**config.mk**
```make
export PLATFORM = sky130hd
export DESIGN_NAME = rgb_to_hsv_8bit
export DESIGN_NICKNAME = d
export VERILOG_FILES = /design/src/sv/rhsv_pkg.sv /design/src/sv/rhsv_front.sv /design/src/sv/rhsv_div_cell.sv /design/src/sv/rhsv_out.sv /design/src/sv/rgb_to_hsv_8bit.sv
export VERILOG_INCLUDE_DIRS = /design/src /design/src/sv
export SDC_FILE = /design/constraint.sdc
export NUM_CORES = 1
export LEC_CHECK = 0
export BUFFER_PORTS_ARGS = -buffer_cell sky130_fd_sc_hd__buf_4
export CORE_MARGIN = 3
export CORE_UTILIZATION = 25
export DETAILED_ROUTE_END_ITERATION = 10
export GPL_ROUTABILITY_DRIVEN = 1
export HOLD_SLACK_MARGIN = 0.02
export PLACE_DENSITY = 0.39
export REMOVE_ABC_BUFFERS = 1
export SLEW_MARGIN = 15
export SYNTH_ARGS = -nofsm -noshare
export SYNTH_HDL_FRONTEND = slang
export SYNTH_SLANG_ARGS = --single-unit
```
**constraint.sdc**
```tcl
create_clock -name clk_i -period 18.55 [get_ports clk_i]
set_clock_uncertainty 0.15 [all_clocks]
set_input_delay 3.71 -clock clk_i [delete_from_list [all_inputs] [get_ports clk_i]]
set_output_delay 3.71 -clock clk_i [all_outputs]
set_load 0.05 [all_outputs]
```
**src/sv/rgb_to_hsv_8bit_assert.svh**
```systemverilog
// Assertion macros shared by the rgb_to_hsv_8bit RTL files.
// Each macro expects clk_i and rst_ni in the scope where it is used.
`ifndef RGB_TO_HSV_8BIT_ASSERT_SVH
`define RGB_TO_HSV_8BIT_ASSERT_SVH

// The consequent must hold in the same cycle as the antecedent.
`define RHSV_ASSERT_SAME(label, ante, cons, msg) \
  label: assert property (@(posedge clk_i) disable iff (!rst_ni) \
    (ante) |-> (cons)) else $error(msg);

// The consequent must hold in the cycle after the antecedent.
`define RHSV_ASSERT_NEXT(label, ante, cons, msg) \
  label: assert property (@(posedge clk_i) disable iff (!rst_ni) \
    (ante) |=> (cons)) else $error(msg);

`endif

```
**src/sv/rhsv_pkg.sv**
```systemverilog
// Shared types and constants for the rgb_to_hsv_8bit block.
// Used by every RTL module of the block; depends on nothing.
package rhsv_pkg;

  // Field and datapath widths.
  localparam int unsigned CHAN_W    = 8;
  localparam int unsigned QUOT_W    = 8;
  localparam int unsigned SAT_NUM_W = 16;
  localparam int unsigned HUE_DEN_W = 11;
  localparam int unsigned HUE_NUM_W = HUE_DEN_W + CHAN_W;
  localparam int unsigned POS_W     = HUE_DEN_W + 1;

  // Input word: one RGB pixel.
  typedef struct packed {
    logic [CHAN_W-1:0] red_in;
    logic [CHAN_W-1:0] green_in;
    logic [CHAN_W-1:0] blue_in;
  } pixel_t;

  // Output word: one HSV pixel.
  typedef struct packed {
    logic [CHAN_W-1:0] hue_out;
    logic [CHAN_W-1:0] saturation_out;
    logic [CHAN_W-1:0] brightness_out;
  } hsv_t;

  // Which channel holds the maximum; blue wins ties, then green.
  typedef enum logic [1:0] {
    SEC_RED,
    SEC_GREEN,
    SEC_BLUE
  } sector_e;

  // Working state handed from one divider cell to the next.
  typedef struct packed {
    logic                 sat_zero;
    logic                 hue_zero;
    logic [CHAN_W-1:0]    brightness;
    logic [SAT_NUM_W-1:0] sat_rem;
    logic [CHAN_W-1:0]    sat_den;
    logic [QUOT_W-1:0]    sat_quot;
    logic [HUE_NUM_W-1:0] hue_rem;
    logic [HUE_DEN_W-1:0] hue_den;
    logic [QUOT_W-1:0]    hue_quot;
  } div_t;

endpackage

```
**src/sv/rhsv_front.sv**
```systemverilog
// Front end of the rgb_to_hsv_8bit pipeline: max/min search, sector choice
// and the numerators and denominators of both divisions. Uses rhsv_pkg.
module rhsv_front (
  input  logic            clk_i,
  input  logic            rst_ni,
  input  logic            en_i,
  input  logic            valid_i,
  input  rhsv_pkg::pixel_t pixel_i,
  output logic            valid_o,
  output rhsv_pkg::div_t  stage_o
);

  localparam int unsigned CW = rhsv_pkg::CHAN_W;
  localparam int unsigned PW = rhsv_pkg::POS_W;

  logic [CW-1:0]     max_c;
  logic [CW-1:0]     min_c;
  rhsv_pkg::sector_e sector_c;

  logic                 s1_valid_q;
  rhsv_pkg::pixel_t     s1_pix_q;
  logic [CW-1:0]        s1_max_q;
  logic [CW-1:0]        s1_diff_q;
  rhsv_pkg::sector_e    s1_sector_q;

  logic [PW-1:0] d_ext;
  logic [PW-1:0] r_ext;
  logic [PW-1:0] g_ext;
  logic [PW-1:0] b_ext;
  logic [PW-1:0] pos_raw;
  logic [PW-1:0] pos_wrap;
  logic [PW-1:0] pos_sel;
  logic [rhsv_pkg::HUE_DEN_W-1:0] pos_c;
  rhsv_pkg::div_t stage_c;

  logic           valid_q;
  rhsv_pkg::div_t stage_q;

  // Largest and smallest channel, and the sector of the largest.
  always_comb begin
    max_c = pixel_i.red_in;
    if (pixel_i.green_in > max_c) max_c = pixel_i.green_in;
    if (pixel_i.blue_in > max_c) max_c = pixel_i.blue_in;
    min_c = pixel_i.red_in;
    if (pixel_i.green_in < min_c) min_c = pixel_i.green_in;
    if (pixel_i.blue_in < min_c) min_c = pixel_i.blue_in;
    if (pixel_i.blue_in == max_c) begin
      sector_c = rhsv_pkg::SEC_BLUE;
    end else if (pixel_i.green_in == max_c) begin
      sector_c = rhsv_pkg::SEC_GREEN;
    end else begin
      sector_c = rhsv_pkg::SEC_RED;
    end
  end

  // First stage registers.
  always_ff @(posedge clk_i or negedge rst_ni) begin
    if (!rst_ni) begin
      s1_valid_q <= 1'b0;
    end else if (en_i) begin
      s1_valid_q <= valid_i;
    end
  end

  always_ff @(posedge clk_i) begin
    if (en_i) begin
      s1_pix_q    <= pixel_i;
      s1_max_q    <= max_c;
      s1_diff_q   <= max_c - min_c;
      s1_sector_q <= sector_c;
    end
  end

  // Hue position in units of the channel spread, wrapped into 0 .. 6*d-1.
  assign d_ext = PW'(s1_diff_q);
  assign r_ext = PW'(s1_pix_q.red_in);
  assign g_ext = PW'(s1_pix_q.green_in);
  assign b_ext = PW'(s1_pix_q.blue_in);

  always_comb begin
    case (s1_sector_q)
      rhsv_pkg::SEC_BLUE:  pos_raw = (d_ext << 2) + r_ext - g_ext;
      rhsv_pkg::SEC_GREEN: pos_raw = (d_ext << 1) + b_ext - r_ext;
      default:             pos_raw = g_ext - b_ext;
    endcase
  end

  assign pos_wrap = pos_raw + (d_ext << 2) + (d_ext << 1);
  assign pos_sel  = pos_raw[PW-1] ? pos_wrap : pos_raw;
  assign pos_c    = pos_sel[rhsv_pkg::HUE_DEN_W-1:0];

  // Numerators are scaled by 255 as (x << 8) - x.
  always_comb begin
    stage_c.sat_zero   = (s1_max_q == '0);
    stage_c.hue_zero   = (s1_diff_q == '0);
    stage_c.brightness = s1_max_q;
    stage_c.sat_rem    = {s1_diff_q, 8'b0} - rhsv_pkg::SAT_NUM_W'(s1_diff_q);
    stage_c.sat_den    = s1_max_q;
    stage_c.sat_quot   = '0;
    stage_c.hue_rem    = {pos_c, 8'b0} - rhsv_pkg::HUE_NUM_W'(pos_c);
    stage_c.hue_den    = rhsv_pkg::HUE_DEN_W'({s1_diff_q, 2'b00})
                       + rhsv_pkg::HUE_DEN_W'({s1_diff_q, 1'b0});
    stage_c.hue_quot   = '0;
  end

  // Second stage registers feed the first divider cell.
  always_ff @(posedge clk_i or negedge rst_ni) begin
    if (!rst_ni) begin
      valid_q <= 1'b0;
    end else if (en_i) begin
      valid_q <= s1_valid_q;
    end
  end

  always_ff @(posedge clk_i) begin
    if (en_i) begin
      stage_q <= stage_c;
    end
  end

  assign valid_o = valid_q;
  assign stage_o = stage_q;

endmodule

```
**src/sv/rhsv_div_cell.sv**
```systemverilog
// One cell of the divider chain: settles one quotient bit of both the
// saturation and the hue division and registers the result. Uses rhsv_pkg.
module rhsv_div_cell #(
  parameter int unsigned STEP = rhsv_pkg::QUOT_W - 1
) (
  input  logic           clk_i,
  input  logic           rst_ni,
  input  logic           en_i,
  input  logic           valid_i,
  input  rhsv_pkg::div_t stage_i,
  output logic           valid_o,
  output rhsv_pkg::div_t stage_o
);

  logic [rhsv_pkg::SAT_NUM_W-1:0] sat_sh;
  logic [rhsv_pkg::HUE_NUM_W-1:0] hue_sh;
  logic                           sat_ge;
  logic                           hue_ge;
  rhsv_pkg::div_t                 stage_c;

  logic           valid_q;
  rhsv_pkg::div_t stage_q;

  // Compare the remainder against the divisor weighted by this bit.
  assign sat_sh = rhsv_pkg::SAT_NUM_W'(stage_i.sat_den) << STEP;
  assign hue_sh = rhsv_pkg::HUE_NUM_W'(stage_i.hue_den) << STEP;
  assign sat_ge = (stage_i.sat_rem >= sat_sh);
  assign hue_ge = (stage_i.hue_rem >= hue_sh);

  always_comb begin
    stage_c = stage_i;
    if (sat_ge) begin
      stage_c.sat_rem = stage_i.sat_rem - sat_sh;
    end
    if (hue_ge) begin
      stage_c.hue_rem = stage_i.hue_rem - hue_sh;
    end
    stage_c.sat_quot[STEP] = sat_ge;
    stage_c.hue_quot[STEP] = hue_ge;
  end

  // Hand the word on to the next cell.
  always_ff @(posedge clk_i or negedge rst_ni) begin
    if (!rst_ni) begin
      valid_q <= 1'b0;
    end else if (en_i) begin
      valid_q <= valid_i;
    end
  end

  always_ff @(posedge clk_i) begin
    if (en_i) begin
      stage_q <= stage_c;
    end
  end

  assign valid_o = valid_q;
  assign stage_o = stage_q;

endmodule

```
**src/sv/rhsv_out.sv**
```systemverilog
// Output stage of rgb_to_hsv_8bit: final result formatting, output register
// and one-entry skid buffer. Uses rhsv_pkg and rgb_to_hsv_8bit_assert.svh.
`include "rgb_to_hsv_8bit_assert.svh"

module rhsv_out (
  input  logic            clk_i,
  input  logic            rst_ni,
  input  logic            valid_i,
  input  rhsv_pkg::div_t  stage_i,
  output logic            en_o,
  output logic            out_valid_o,
  input  logic            out_stall_i,
  output rhsv_pkg::hsv_t  out_hsv_o
);

  rhsv_pkg::hsv_t hsv_c;
  logic           arrive;
  logic           take;

  logic           out_valid_q;
  rhsv_pkg::hsv_t out_hsv_q;
  logic           skid_valid_q;
  rhsv_pkg::hsv_t skid_hsv_q;

  // A zero divisor means black or grey; those results are forced to zero.
  always_comb begin
    hsv_c.hue_out        = stage_i.hue_zero ? '0 : stage_i.hue_quot;
    hsv_c.saturation_out = stage_i.sat_zero ? '0 : stage_i.sat_quot;
    hsv_c.brightness_out = stage_i.brightness;
  end

  // The pipeline only moves while the skid entry is free.
  assign en_o   = !skid_valid_q;
  assign arrive = valid_i && en_o;
  assign take   = out_valid_q && !out_stall_i;

  always_ff @(posedge clk_i or negedge rst_ni) begin
    if (!rst_ni) begin
      out_valid_q  <= 1'b0;
      skid_valid_q <= 1'b0;
    end else if (skid_valid_q) begin
      if (take) begin
        out_valid_q  <= 1'b1;
        skid_valid_q <= 1'b0;
      end
    end else if (!out_valid_q || take) begin
      out_valid_q <= arrive;
    end else if (arrive) begin
      skid_valid_q <= 1'b1;
    end
  end

  // Payload moves with the same decisions as the valid flags above.
  always_ff @(posedge clk_i) begin
    if (skid_valid_q) begin
      if (take) begin
        out_hsv_q <= skid_hsv_q;
      end
    end else if (!out_valid_q || take) begin
      if (arrive) begin
        out_hsv_q <= hsv_c;
      end
    end else if (arrive) begin
      skid_hsv_q <= hsv_c;
    end
  end

  assign out_valid_o = out_valid_q;
  assign out_hsv_o   = out_hsv_q;

  // A buffered word always sits behind a held output word.
  `RHSV_ASSERT_SAME(skid_behind_out_a, skid_valid_q, out_valid_q, "skid word without output word")
  // A taken output word is replaced by the buffered one at once.
  `RHSV_ASSERT_NEXT(skid_drains_a, skid_valid_q && !out_stall_i, out_valid_q && !skid_valid_q, "skid word not moved to output")
  // Black pixels carry neither hue nor saturation.
  `RHSV_ASSERT_SAME(black_zero_a, out_valid_q && out_hsv_q.brightness_out == '0, out_hsv_q.saturation_out == '0 && out_hsv_q.hue_out == '0, "black pixel with hue or saturation")

endmodule

```
**src/sv/rgb_to_hsv_8bit.sv**
```systemverilog
// rgb_to_hsv_8bit: converts 8-bit RGB pixels into 8-bit hue, saturation and
// brightness. Uses rhsv_pkg, rhsv_front, rhsv_div_cell and rhsv_out.
//
// Input channel: in_valid_i, in_stall_o and in_pixel_i. A word is taken at
// a rising edge where in_valid_i is high and in_stall_o is low.
// Output channel: out_valid_o, out_stall_i and out_hsv_o. A word leaves at
// a rising edge where out_valid_o is high and out_stall_i is low.
// Throughput is one pixel per clock while in_stall_o is low. The accepting
// edge loads the first of two front stages (max/min and numerators), then
// come eight divider cells that each settle one bit of both quotients, and
// the output register.
// When the receiver stalls, the output word holds and one more word lands in
// a skid entry; the pipeline then freezes and in_stall_o rises until the
// receiver takes the held word. in_stall_o comes straight from a register.
// Reset empties the pipeline and both output registers; no pixel is lost or
// repeated after it.
module rgb_to_hsv_8bit (
  input  logic             clk_i,
  input  logic             rst_ni,
  input  logic             in_valid_i,
  output logic             in_stall_o,
  input  rhsv_pkg::pixel_t in_pixel_i,
  output logic             out_valid_o,
  input  logic             out_stall_i,
  output rhsv_pkg::hsv_t   out_hsv_o
);

  localparam int unsigned NCELL = rhsv_pkg::QUOT_W;

  logic           pipe_en;
  logic           chain_valid [NCELL+1];
  rhsv_pkg::div_t chain_stage [NCELL+1];

  // Input stall follows the skid entry.
  assign in_stall_o = !pipe_en;

  // Max/min and numerator stages.
  rhsv_front u_front (
    .clk_i   (clk_i),
    .rst_ni  (rst_ni),
    .en_i    (pipe_en),
    .valid_i (in_valid_i),
    .pixel_i (in_pixel_i),
    .valid_o (chain_valid[0]),
    .stage_o (chain_stage[0])
  );

  // Divider cells, most significant quotient bit first.
  for (genvar i = 0; i < NCELL; i++) begin : g_cell
    rhsv_div_cell #(
      .STEP (NCELL - 1 - i)
    ) u_cell (
      .clk_i   (clk_i),
      .rst_ni  (rst_ni),
      .en_i    (pipe_en),
      .valid_i (chain_valid[i]),
      .stage_i (chain_stage[i]),
      .valid_o (chain_valid[i+1]),
      .stage_o (chain_stage[i+1])
    );
  end

  // Result formatting, output register and skid entry.
  rhsv_out u_out (
    .clk_i       (clk_i),
    .rst_ni      (rst_ni),
    .valid_i     (chain_valid[NCELL]),
    .stage_i     (chain_stage[NCELL]),
    .en_o        (pipe_en),
    .out_valid_o (out_valid_o),
    .out_stall_i (out_stall_i),
    .out_hsv_o   (out_hsv_o)
  );

endmodule
```
Word-level counts from Yosys, hierarchy flattened
Index checks and enable logic that the tools add are counted.

Register bits: 632. Output and inout bits: 26. Word-level logic and storage cells: 190. Bits of input ports: 28.

$add $sub $neg: 25. Order comparisons: 20. Bitwise logic cells: 2. Muxes and demuxes: 34. Reductions and logical operators: 13. Equality and inequality tests: 5.

Operators by type and width (number): $mux W19 (7); $mux W16 (7); $mux W24 (4); $mux W8 (6); $pmux W12 S2 (1); $sub A12 B8 Y12 (2); $ge A19 B11 Y1 (1); $ge A19 B12 Y1 (1); $ge A19 B13 Y1 (1); $ge A19 B14 Y1 (1); $ge A19 B15 Y1 (1); $ge A19 B16 Y1 (1); $ge A19 B17 Y1 (1); $ge A19 B18 Y1 (1); $sub A19 B11 Y19 (1); $sub A19 B12 Y19 (1); $sub A19 B13 Y19 (1); $sub A19 B14 Y19 (1); $sub A19 B15 Y19 (1); $sub A19 B16 Y19 (1); $sub A19 B17 Y19 (1); $sub A19 B18 Y19 (1); $eq A8 B8 Y1 (2); $ge A16 B10 Y1 (1); other kinds (37) (53).

Longest topological paths before layout
Gate-level depths: netlist (run 1).

Depth after elaboration: 7. Mapped depth: 31. Mapped depth without buffers: 30.

By module
Synthesis (run 1) repeated with hierarchy kept, for this count alone.

Cell total of the unflattened synthesis: 3240. Area, all modules: 41080.6 um2.

Modules (own cells, without submodules): rhsv_front (instances 1, cells each 804, area each 8094.0 um2); rhsv_div_cell (g_cell[5].u_cell) (instances 1, cells each 317, area each 4010.1 um2); rhsv_div_cell (g_cell[7].u_cell) (instances 1, cells each 309, area each 3966.3 um2); rhsv_div_cell (g_cell[6].u_cell) (instances 1, cells each 301, area each 3957.5 um2); rhsv_div_cell (g_cell[2].u_cell) (instances 1, cells each 281, area each 3870.0 um2); rhsv_div_cell (g_cell[4].u_cell) (instances 1, cells each 295, area each 3865.0 um2); rhsv_div_cell (g_cell[1].u_cell) (instances 1, cells each 277, area each 3827.4 um2); rhsv_div_cell (g_cell[3].u_cell) (instances 1, cells each 296, area each 3824.9 um2); rhsv_div_cell (g_cell[0].u_cell) (instances 1, cells each 256, area each 3698.5 um2); rhsv_out (instances 1, cells each 103, area each 1963.1 um2); rgb_to_hsv_8bit (instances 1, cells each 1, area each 3.8 um2).

Worst setup path before layout (run 1)
No wires, ideal clock.

Path kind: register to register. Start: register u_out.skid_valid_q. End: register u_out.out_hsv_q (netlist bit u_out.out_hsv_o[0]) (enable). Library setup time: 0.442 ns. Stages on the path, launching flop included: 5. Setup slack: -1.493 ns. Data arrival time: 19.451 ns. Clock period less this slack: 20.043 ns. Cell sequence: dfrtp_1 inv_2 buf_1 nand2_1 a21boi_0.

Word-level cells in the longest chain between the ends: 4. Elaborated cells between the ends (all ways): 6. Classes of those cells: eq/ne (1); reduce/logical (5).

RTL lines: start: declaration (RTL line rhsv_out.sv:22) `logic skid_valid_q;`; start signal: assignment (RTL line rhsv_out.sv:40) `skid_valid_q <= 1'b0;`; start signal: assignment (RTL line rhsv_out.sv:44) `skid_valid_q <= 1'b0;`; start signal: assignment (RTL line rhsv_out.sv:49) `skid_valid_q <= 1'b1;`; $logic_not A1 Y1 (RTL line rhsv_out.sv:33) `assign en_o = !skid_valid_q;`; $logic_and A1 B1 Y1 (RTL line rhsv_out.sv:34) `assign arrive = valid_i && en_o;`; $reduce_bool A2 Y1 (no source line); $reduce_and A3 Y1 (no source line) (*); end signal: assignment (RTL line rhsv_out.sv:57) `out_hsv_q <= skid_hsv_q;`; end signal: assignment (RTL line rhsv_out.sv:61) `out_hsv_q <= hsv_c;`; end: declaration (RTL line rhsv_out.sv:21) `rhsv_pkg::hsv_t out_hsv_q;`.

Every way passes the cells marked *; elsewhere a longest branch is shown, timed or not. A chain may end at the register's enable or synchronous reset.

Worst setup path after layout (run 1)
Start: input in_pixel_i[9] (netlist name). End: register u_front.s1_diff_q[7], data pin.

Word-level cells in the longest chain between the ends: 5. Elaborated cells between the ends (all ways): 9. Classes of those cells: add/sub (1); order compare (4); mux (4).

RTL lines: start: declaration (RTL line rgb_to_hsv_8bit.sv:22) `input rhsv_pkg::pixel_t in_pixel_i,`; $gt A8 B8 Y1 (RTL line rhsv_front.sv:42) `if (pixel_i.green_in > max_c) max_c = pixel_i.green_in;`; $mux W8 (*) (RTL line rhsv_front.sv:42); $gt A8 B8 Y1 (RTL line rhsv_front.sv:43) `if (pixel_i.blue_in > max_c) max_c = pixel_i.blue_in;`; $mux W8 (*) (RTL line rhsv_front.sv:43); via u_front.max_c[1] (RTL line rhsv_front.sv:16) `logic [CW-1:0] max_c;`; $sub A8 B8 Y8 (*) (RTL line rhsv_front.sv:69) `s1_diff_q <= max_c - min_c;`; end signal: assignment (RTL line rhsv_front.sv:69); end: declaration (RTL line rhsv_front.sv:23) `logic [CW-1:0] s1_diff_q;`.

The timed path passes the listed nets; every way through them passes the cells marked *.

==> results.toml, run 1 <==
[outcome]
outcome = "completed"

[timing]
min_period_ns = 9.536
hold_viol_final = 0
rsz0062_at_grt = "no"
fmax_ghz = 0.1049
relSlewSlack_pct = 29.99
maxSlewViolCount = 0
tightest_slew_ns = 1.043
setup_viol_count_final = 0
period_share_pct = 51.41
final.setup.tns_ns = 0

[cells_and_area]
utilization_pct = 29.09
layout-drive-gt1-share_pct = 8.586
fin_cells = 4594
layout_common_cells = "edfxtp_1 (597), inv_1 (307), ha_1 (242), nor2_1 (185), a21oi_1 (169)"
n_antenna_cell = 0
area_growth_syn_to_layout_pct = 14.58
layout_commonest_cell = "edfxtp_1"
final_nets = 3115
final_area_mm2 = 0.03742

[synthesis]
synth-seq-cells = 609
ys_seq_area_share_pct = 55.81
yosysWarnings = 0
synth_top_area_share_pct = 54.89
avgSynthCellArea_um2 = 12.01
synth_area_leaders = "edfxtp_1 (55%), ha_1 (9.3%), xnor2_1 (3.8%)"
syn_area_mm2 = 0.03266
syn_inst = 2719
synth-edff-count = 597
synthArstFlopShare_pct = 1.970
synth_top_cell_by_area = "edfxtp_1"
synthFlopType = "edfxtp_1"
ys_types = 83

[cts]
clock-root-buffer = "clkbuf_16"
cts_buffers = 74
cts-htree-levels = 3
cts_tree = "yes"
cts_buffer_depth = 3
cts.sinks = 609
clk_pin_slew_worst_paths_ns = 0.05
cts_setup_buffers = 0
cts_resized = 0
hold_buffers = 0
clock_latency_ns = 0.63

[critical_path]
path_class = "input port to register"
r2r_end = "u_front.stage_o[37]"
end_kind = "register"
crit_required_ns = 18.77
r2r-start = "u_front.s1_diff_q[0]"
worstRegToRegCells = 27
path_delay_family = "compound AO/OA/AOI/OAI gates"
cpPeakStageDelay_ns = 0.81
crit_top_cell = "o21ai_0"
path_buf_inv = 2
r2r_slack_ns = 11.20
start_kind = "input port"
cpMaxStageDelayCell = "o21ai_1"
cp.arrival_ns = 9.76
cp_max_fo = 10

[die]
initial_core_util_pct = 25.39
die_area_mm2 = 0.1350
fp.dieW_um = 367.5
rows = 131
io_pins = 54
design.core.area_mm2 = 0.1287
dieHeight_um = 367.5

[min_path]
min_from = "g_cell[0].u_cell.stage_o[78]"
worstHoldPathCells = 0
min_to = "g_cell[1].u_cell.stage_o[78]"
min_path_type = "register to register"

[global_routing]
grt_pass1_vias = 21410
grt_antenna_before_repair = 0
grt.overflow.total = 0
grt_first_pass_wirelength_mm = 114.7
grt_start_max_net_pins = 180
grt_util_all_layers_pct = 10.58

[place]
dp_hpwl_mm = 53.24
place_inst = 4469
placed_cell_area_mm2 = 0.03517
portBuffers = 53
finalWeightedCongestion = 0.8072

[route]
avgRoutedWirePerCell_um = 15.40
vias = 19940
drc = 0
wirelength_mm = 70.76
drtIter0Drc = 917
via_per_inst = 4.341
dr.pass1.iters = 7
ant_nets = 0

[run]
max-cap-violations = 0
-- layer usage --
layer  routed length [µm]  vias to the layer above  track usage, %
li1                     -                    10050               -
met1                30160                     9523           12.13
met2                35750                      244           19.27
met3                 1969                      127           1.943
met4                 2883                        0           4.296
met5                    0                        -               0
-- synth_stat cells, drive strengths merged, types with 9 or more instances --
library cell,count
nand4,41
a21o,76
nand3,29
o21ai,131
o31ai,16
nor3,40
mux2i,38
nor2b,66
xor2,63
o21a,22
nor4,24
a211oi,17
a21oi,170
dfrtp,12
ha,242
fa,29
mux2,56
clkbuf,36
inv,308
or4,9
nor2,186
o21bai,10
a21boi,32
edfxtp,597
nand2,141
nand2b,43
xnor2,140
-- layout make-up --
class	instances	area, µm²
clock buffers	87	1922
clock inverters	38	329.1
fillers	13040	91240
inverters	309	1167
multi-input cells	1758	13120
flip-flops and latches	609	18230
well taps	1729	2163
repair buffers	64	493.0
-- worst max-delay path by stage --
stage	start	endpoint	slack [ns]	cells after the start
after floorplan	u_out.skid_valid_q	u_out.out_hsv_o[0]	8.40	3
after global placement	in_pixel_i[9]	u_front.s1_diff_q[7]	8.23	28
after detailed placement	in_pixel_i[9]	u_front.s1_diff_q[7]	8.35	28
after CTS	in_pixel_i[17]	u_front.s1_diff_q[7]	9.03	29
after global routing	in_pixel_i[17]	u_front.s1_diff_q[7]	8.49	29
final	in_pixel_i[9]	u_front.s1_diff_q[7]	9.01	28
-- cell families (layout without fill, tap and decap cells) --
family / Yosys count / count (layout) / share of synthesized area, %
adders and majority gates: 271 / 271 / 11.05
DFF: 609 / 609 / 55.81
buffers and inverters: 352 / 498 / 4.057
xor gates and xnor gates: 203 / 203 / 5.443
AOI/OAI and AO/OA: 556 / 556 / 10.87
muxes: 94 / 94 / 3.095
and+or+nand+nor: 634 / 634 / 9.680
-- worst register-to-register path, stage by stage, from the launching register on --
cell      delay, ns
edfxtp_1       0.74
ha_1           0.28
inv_1          0.06
fa_1           0.41
nand2b_1       0.21
a21o_1         0.21
a21boi_0       0.16
ha_1           0.41
nor4b_1        0.32
o21ai_0        0.16
a32oi_1        0.68
inv_1          0.13
fa_1           0.50
inv_1          0.04
ha_1           0.31
inv_1          0.08
o21bai_1       0.08
a21o_1         0.20
a21o_1         0.17
a21oi_1        0.17
xnor2_1        0.14
nand2_1        0.08
xor2_1         0.32
ha_1           0.35
and2_1         0.20
a21oi_2        0.20
nor3b_2        0.21
xnor2_1        0.09
-- state kept, by name, indices dropped and copies added (netlist names) --
| register | cells |
|---|---|
| u_out.out_valid_o | 1 |
| u_front.r_ext | 8 |
| u_front.stage_o | 53 |
| u_out.out_hsv_o | 24 |
| g_cell.u_cell.valid_o | 8 |
| u_front.valid_o | 1 |
| u_out.skid_valid_q | 1 |
| u_front.s1_sector_q | 2 |
| u_front.g_ext | 8 |
| u_front.s1_diff_q | 8 |
| u_out.skid_hsv_q | 24 |
| u_front.b_ext | 8 |
| u_front.s1_max_q | 8 |
| g_cell.u_cell.stage_o | 454 |
| u_front.s1_valid_q | 1 |
-- stage by stage --
| step | hold WS, ns | setup WS, ns |
|---|---|---|
| global route | 0.2611 | 8.490 |
| detailed placement | 0.2545 | 8.349 |
| floorplan | 0.2503 | 8.400 |
| global placement | 0.2526 | 8.227 |
| finish | 0.2479 | 9.014 |
| CTS | 0.2483 | 9.035 |
Power of run 1 is not shown: default switching activity piles up to over one toggle a cycle in this logic, so the estimate is an artifact.
==> run 2: changes to the inputs <==
==> constraint.sdc (replaced) <==
create_clock -name clk_i -period 8.64 [get_ports clk_i]
set_clock_uncertainty 0.15 [all_clocks]
set_input_delay 1.728 -clock clk_i [delete_from_list [all_inputs] [get_ports clk_i]]
set_output_delay 1.728 -clock clk_i [all_outputs]
set_load 0.05 [all_outputs]
==> results.toml, run 2 (synthesized netlist as in run 1, its figures left out) <==
[outcome]
outcome = "completed"

[min_path]
min_path_type = "register to register"
worstHoldPathCells = 0

[run]
max-cap-violations = 0

[cells_and_area]
layout_common_cells = "edfxtp_1 (597), inv_1 (307), ha_1 (242), nor2_1 (185), a21oi_1 (169)"
n_antenna_cell = 0
layout-drive-gt1-share_pct = 8.589
largest_register_ffs = 454
fin_cells = 4593
final_area_mm2 = 0.03748
final_nets = 3115
area_growth_syn_to_layout_pct = 14.74
layout_commonest_cell = "edfxtp_1"

[cts]
cts_setup_buffers = 0
cts_buffer_depth = 3
cts.sinks = 609
hold_buffers = 0
cts-htree-levels = 3
cts_tree = "yes"
clock_latency_ns = 0.64
clk_pin_slew_worst_paths_ns = 0.05
cts_buffers = 76
cts_resized = 0
clock-root-buffer = "clkbuf_16"

[place]
placed_cell_area_mm2 = 0.03517
finalWeightedCongestion = 0.7758
portBuffers = 53
place_inst = 4467
dp_hpwl_mm = 52.61

[timing]
tightest_slew_ns = 1.123
relSlewSlack_pct = 24.15
maxSlewViolCount = 0
setup_viol_count_final = 0
min_period_ns = 7.156
fmax_ghz = 0.1397
hold_viol_final = 0
hold_slack_ns = 0.2491
rsz0062_at_grt = "no"
period_share_pct = 82.82

[global_routing]
grt.overflow.total = 0
grt_antenna_before_repair = 0
grt_pass1_vias = 21330
grt_first_pass_wirelength_mm = 113.5
grt_start_max_net_pins = 203
grt_util_all_layers_pct = 10.46

[die]
dieHeight_um = 367.5
rows = 131
design.core.area_mm2 = 0.1287
fp.dieW_um = 367.5
io_pins = 54
die_area_mm2 = 0.1350
initial_core_util_pct = 25.39

[route]
dr.pass1.iters = 5
via_per_inst = 4.354
top_layer_used = "met4"
vias = 20000
wl_met3_mm = 2.268
drc = 0
ant_nets = 0
wirelength_mm = 70.32
avgRoutedWirePerCell_um = 15.31
wl_met2_mm = 34.92
wl_met1_mm = 30.16
drtIter0Drc = 964

[critical_path]
cpPeakStageDelay_ns = 0.91
crit_required_ns = 8.85
cp.arrival_ns = 7.37
crit_chain = "inv_1 > fa_1 > nand2b_1 > a21o_1 > a21boi_0 > ha_1 > o21ai_0 > o21ai_0 > mux2i_1 > o41ai_1 > fa_1 > inv_1 > ha_1 > a21o_1 > a21o_1 > a21oi_1 > xnor2_1 > nand2_1 > xor2_1 > ha_1 > and2_1 > a21oi_2 > nor3b_2 > xnor2_1"
path_class = "register to register"
cp_max_fo = 9
end_kind = "register"
start_kind = "register"
worstRegToRegCells = 24
cpMaxStageDelayCell = "o41ai_1"
run 2: layout make-up:
cell class | count | area [µm²]
flip-flops and latches | 609 | 18230
inverters | 309 | 1167
clock inverters | 39 | 365.4
repair buffers | 62 | 490.5
well taps | 1729 | 2163
fillers | 13050 | 91190
clock buffers | 87 | 1943
multi-input cells | 1758 | 13120
run 2: path summary, 6_finish.rpt:
path | start | to | slack, ns
max in group asynchronous | rst_ni | u_front.s1_valid_q | 7.42
setup reg to reg | u_front.s1_diff_q[1] | u_front.stage_o[37] | 1.48
hold / removal | g_cell[1].u_cell.stage_o[6] | g_cell[2].u_cell.stage_o[6] | 0.25
hold reg to reg | g_cell[1].u_cell.stage_o[6] | g_cell[2].u_cell.stage_o[6] | 0.25
setup / recovery | u_front.s1_diff_q[1] | u_front.stage_o[37] | 1.48
min in group asynchronous | rst_ni | u_out.out_valid_o | 0.77
run 2: per-layer routing:
| metal | up-vias | track usage, % |
|---|---|---|
| met3 | 160 | 1.996 |
| met2 | 287 | 18.64 |
| met1 | 9534 | 12.16 |
| met4 | 0 | 4.552 |
| li1 | 10020 | - |
| met5 | - | 0 |
run 2: stage by stage:
step           worst slack, ns  setup TNS (ns)  util [%]
6_report                 1.484               0     29.13
2_1_floorplan           -1.510          -53.69         -
5_1_grt                 0.8796               0     29.13
3_3_place_gp             1.115               0     27.33
3_5_place_dp             1.168               0     27.33
4_1_cts                  1.356               0     29.13
run 2: worst max-delay path, delay by kind of cell, from the launching register on:
| kind | cells | cell delay (ns) |
|---|---|---|
| adder cells (fa/ha/maj) | 5 | 2.13 |
| flip-flops | 1 | 0.45 |
| buffers and inverters | 2 | 0.36 |
| AND/OR/NAND/NOR | 4 | 0.68 |
| XOR/XNOR | 3 | 0.56 |
| AO/OA/AOI/OAI | 9 | 2.41 |
| multiplexers | 1 | 0.13 |
Power of run 2 is left out for the same reason.
==> run 3: changes to the inputs <==
==> constraint.sdc (replaced) <==
create_clock -name clk_i -period 6.2 [get_ports clk_i]
set_clock_uncertainty 0.15 [all_clocks]
set_input_delay 1.24 -clock clk_i [delete_from_list [all_inputs] [get_ports clk_i]]
set_output_delay 1.24 -clock clk_i [all_outputs]
set_load 0.05 [all_outputs]
==> results.toml, run 3 (synthesized netlist as in run 1, its figures left out) <==
[cts]
cts_buffer_depth = 3
hold_buffers = 0
clock-root-buffer = "clkbuf_16"
cts.sinks = 609
clk_pin_slew_worst_paths_ns = 0.07
cts-htree-levels = 3
cts_buffers = 73
clock_latency_ns = 0.62
cts_tree = "yes"

[global_routing]
grt_start_max_net_pins = 188
grt.overflow.total = 0
gr-usage-met2_pct = 18.20
grt_busiest_layer = "met2"
grt_util_all_layers_pct = 10.51
grt_pass1_vias = 21450
grt_antenna_before_repair = 0
grt.met3_usage_pct = 1.762
grt_first_pass_wirelength_mm = 114.8
groute.layer.met1.usage_pct = 13.00

[critical_path]
cp_max_fo = 5
crit_cells = 27
end_kind = "register"
r2r-start = "u_front.r_ext[2]"
path_class = "register to register"
cpPeakStageDelay_ns = 0.50
path_delay_family = "adder cells"
cpMaxStageDelayCell = "fa_1"
path_buf_inv = 5
cp.arrival_ns = 6.13
worstRegToRegCells = 27
start_kind = "register"
crit_top_cell = "inv_1"
critPathLaunch = "u_front.r_ext[2]"
crit_required_ns = 6.41

[timing]
hold_slack_ns = 0.2631
tightest_slew_ns = 1.052
rsz0062_at_grt = "yes"
fmax_ghz = 0.1690
final.setup.tns_ns = 0
timing.final.ws_setup_ns = 0.2840
period_share_pct = 95.42
min_period_ns = 5.916
setup_viol_count_final = 0
hold_viol_final = 0
maxSlewViolCount = 0
relSlewSlack_pct = 29.87

[route]
avgRoutedWirePerCell_um = 15.20
dr.pass1.iters = 5
via_per_inst = 4.360
drtIter0Drc = 1194
ant_nets = 0
vias = 20410
wirelength_mm = 71.16
drc = 0

[cells_and_area]
final_nets = 3193
largest_register_ffs = 454
regArea_mm2 = 0.01823
fillers = 12910
layout_commonest_cell = "edfxtp_1"
layout-drive-gt1-share_pct = 12.87
final_area_mm2 = 0.03849
area_growth_syn_to_layout_pct = 17.85
multiInputGateArea_mm2 = 0.01343
n_antenna_cell = 0
layout_common_cells = "edfxtp_1 (597), inv_1 (304), ha_1 (228), nor2_1 (184), a21oi_1 (162)"

[die]
fp.dieW_um = 367.5
initial_core_util_pct = 25.39
rows = 131
design.core.area_mm2 = 0.1287
dieHeight_um = 367.5
die_area_mm2 = 0.1350
io_pins = 54

[run]
max-cap-violations = 0

[place]
portBuffers = 53
pre_cts_slack_ns = -0.09201
dp_hpwl_mm = 53.15
placed_cell_area_mm2 = 0.03560
finalWeightedCongestion = 0.8060

[min_path]
worstHoldPathCells = 0
min_path_type = "register to register"
min_from = "g_cell[4].u_cell.stage_o[43]"

[outcome]
outcome = "completed"
-- run 3: layout make-up --
cell class / count / area share (%)
clock inverter: 48 / 1.271
inverter: 309 / 3.033
multi-input combinational: 1758 / 34.88
timing repair buffer: 143 / 2.873
sequential: 609 / 47.35
tap: 1729 / 5.620
clock buffer: 85 / 4.973
-- run 3: what timing repair did --
action	4_1_cts	5_1_grt
endpoints found under the hold margin	0	0
buffers inserted	1	23
pin swaps	0	35
gates resized for setup	1	61
setup endpoints to repair	3	9
-- run 3: path summary, 6_finish.rpt --
| path | to | slack (ns) |
|---|---|---|
| min in group asynchronous | u_out.out_valid_o | 0.29 |
| worst min-delay path | g_cell[5].u_cell.stage_o[43] | 0.26 |
| worst max register to register | u_front.stage_o[37] | 0.28 |
| worst max-delay path | u_front.stage_o[37] | 0.28 |
| max in group asynchronous | g_cell[6].u_cell.valid_o | 5.45 |
| worst min register to register | g_cell[5].u_cell.stage_o[43] | 0.26 |
-- run 3: per-layer routing --
metal | vias up | wire [µm]
met1 | 9766 | 31600
li1 | 10210 | -
met4 | 0 | 2400
met5 | - | 0
met3 | 136 | 2395
met2 | 297 | 34760
-- run 3: through the flow --
step,instances,util (%)
after floorplan,2676,-
after global placement,4524,27.67
after detailed placement,4524,27.67
after CTS,4658,29.54
after global routing,4681,29.92
final,4681,29.92
Power of run 3 is left out for the same reason.
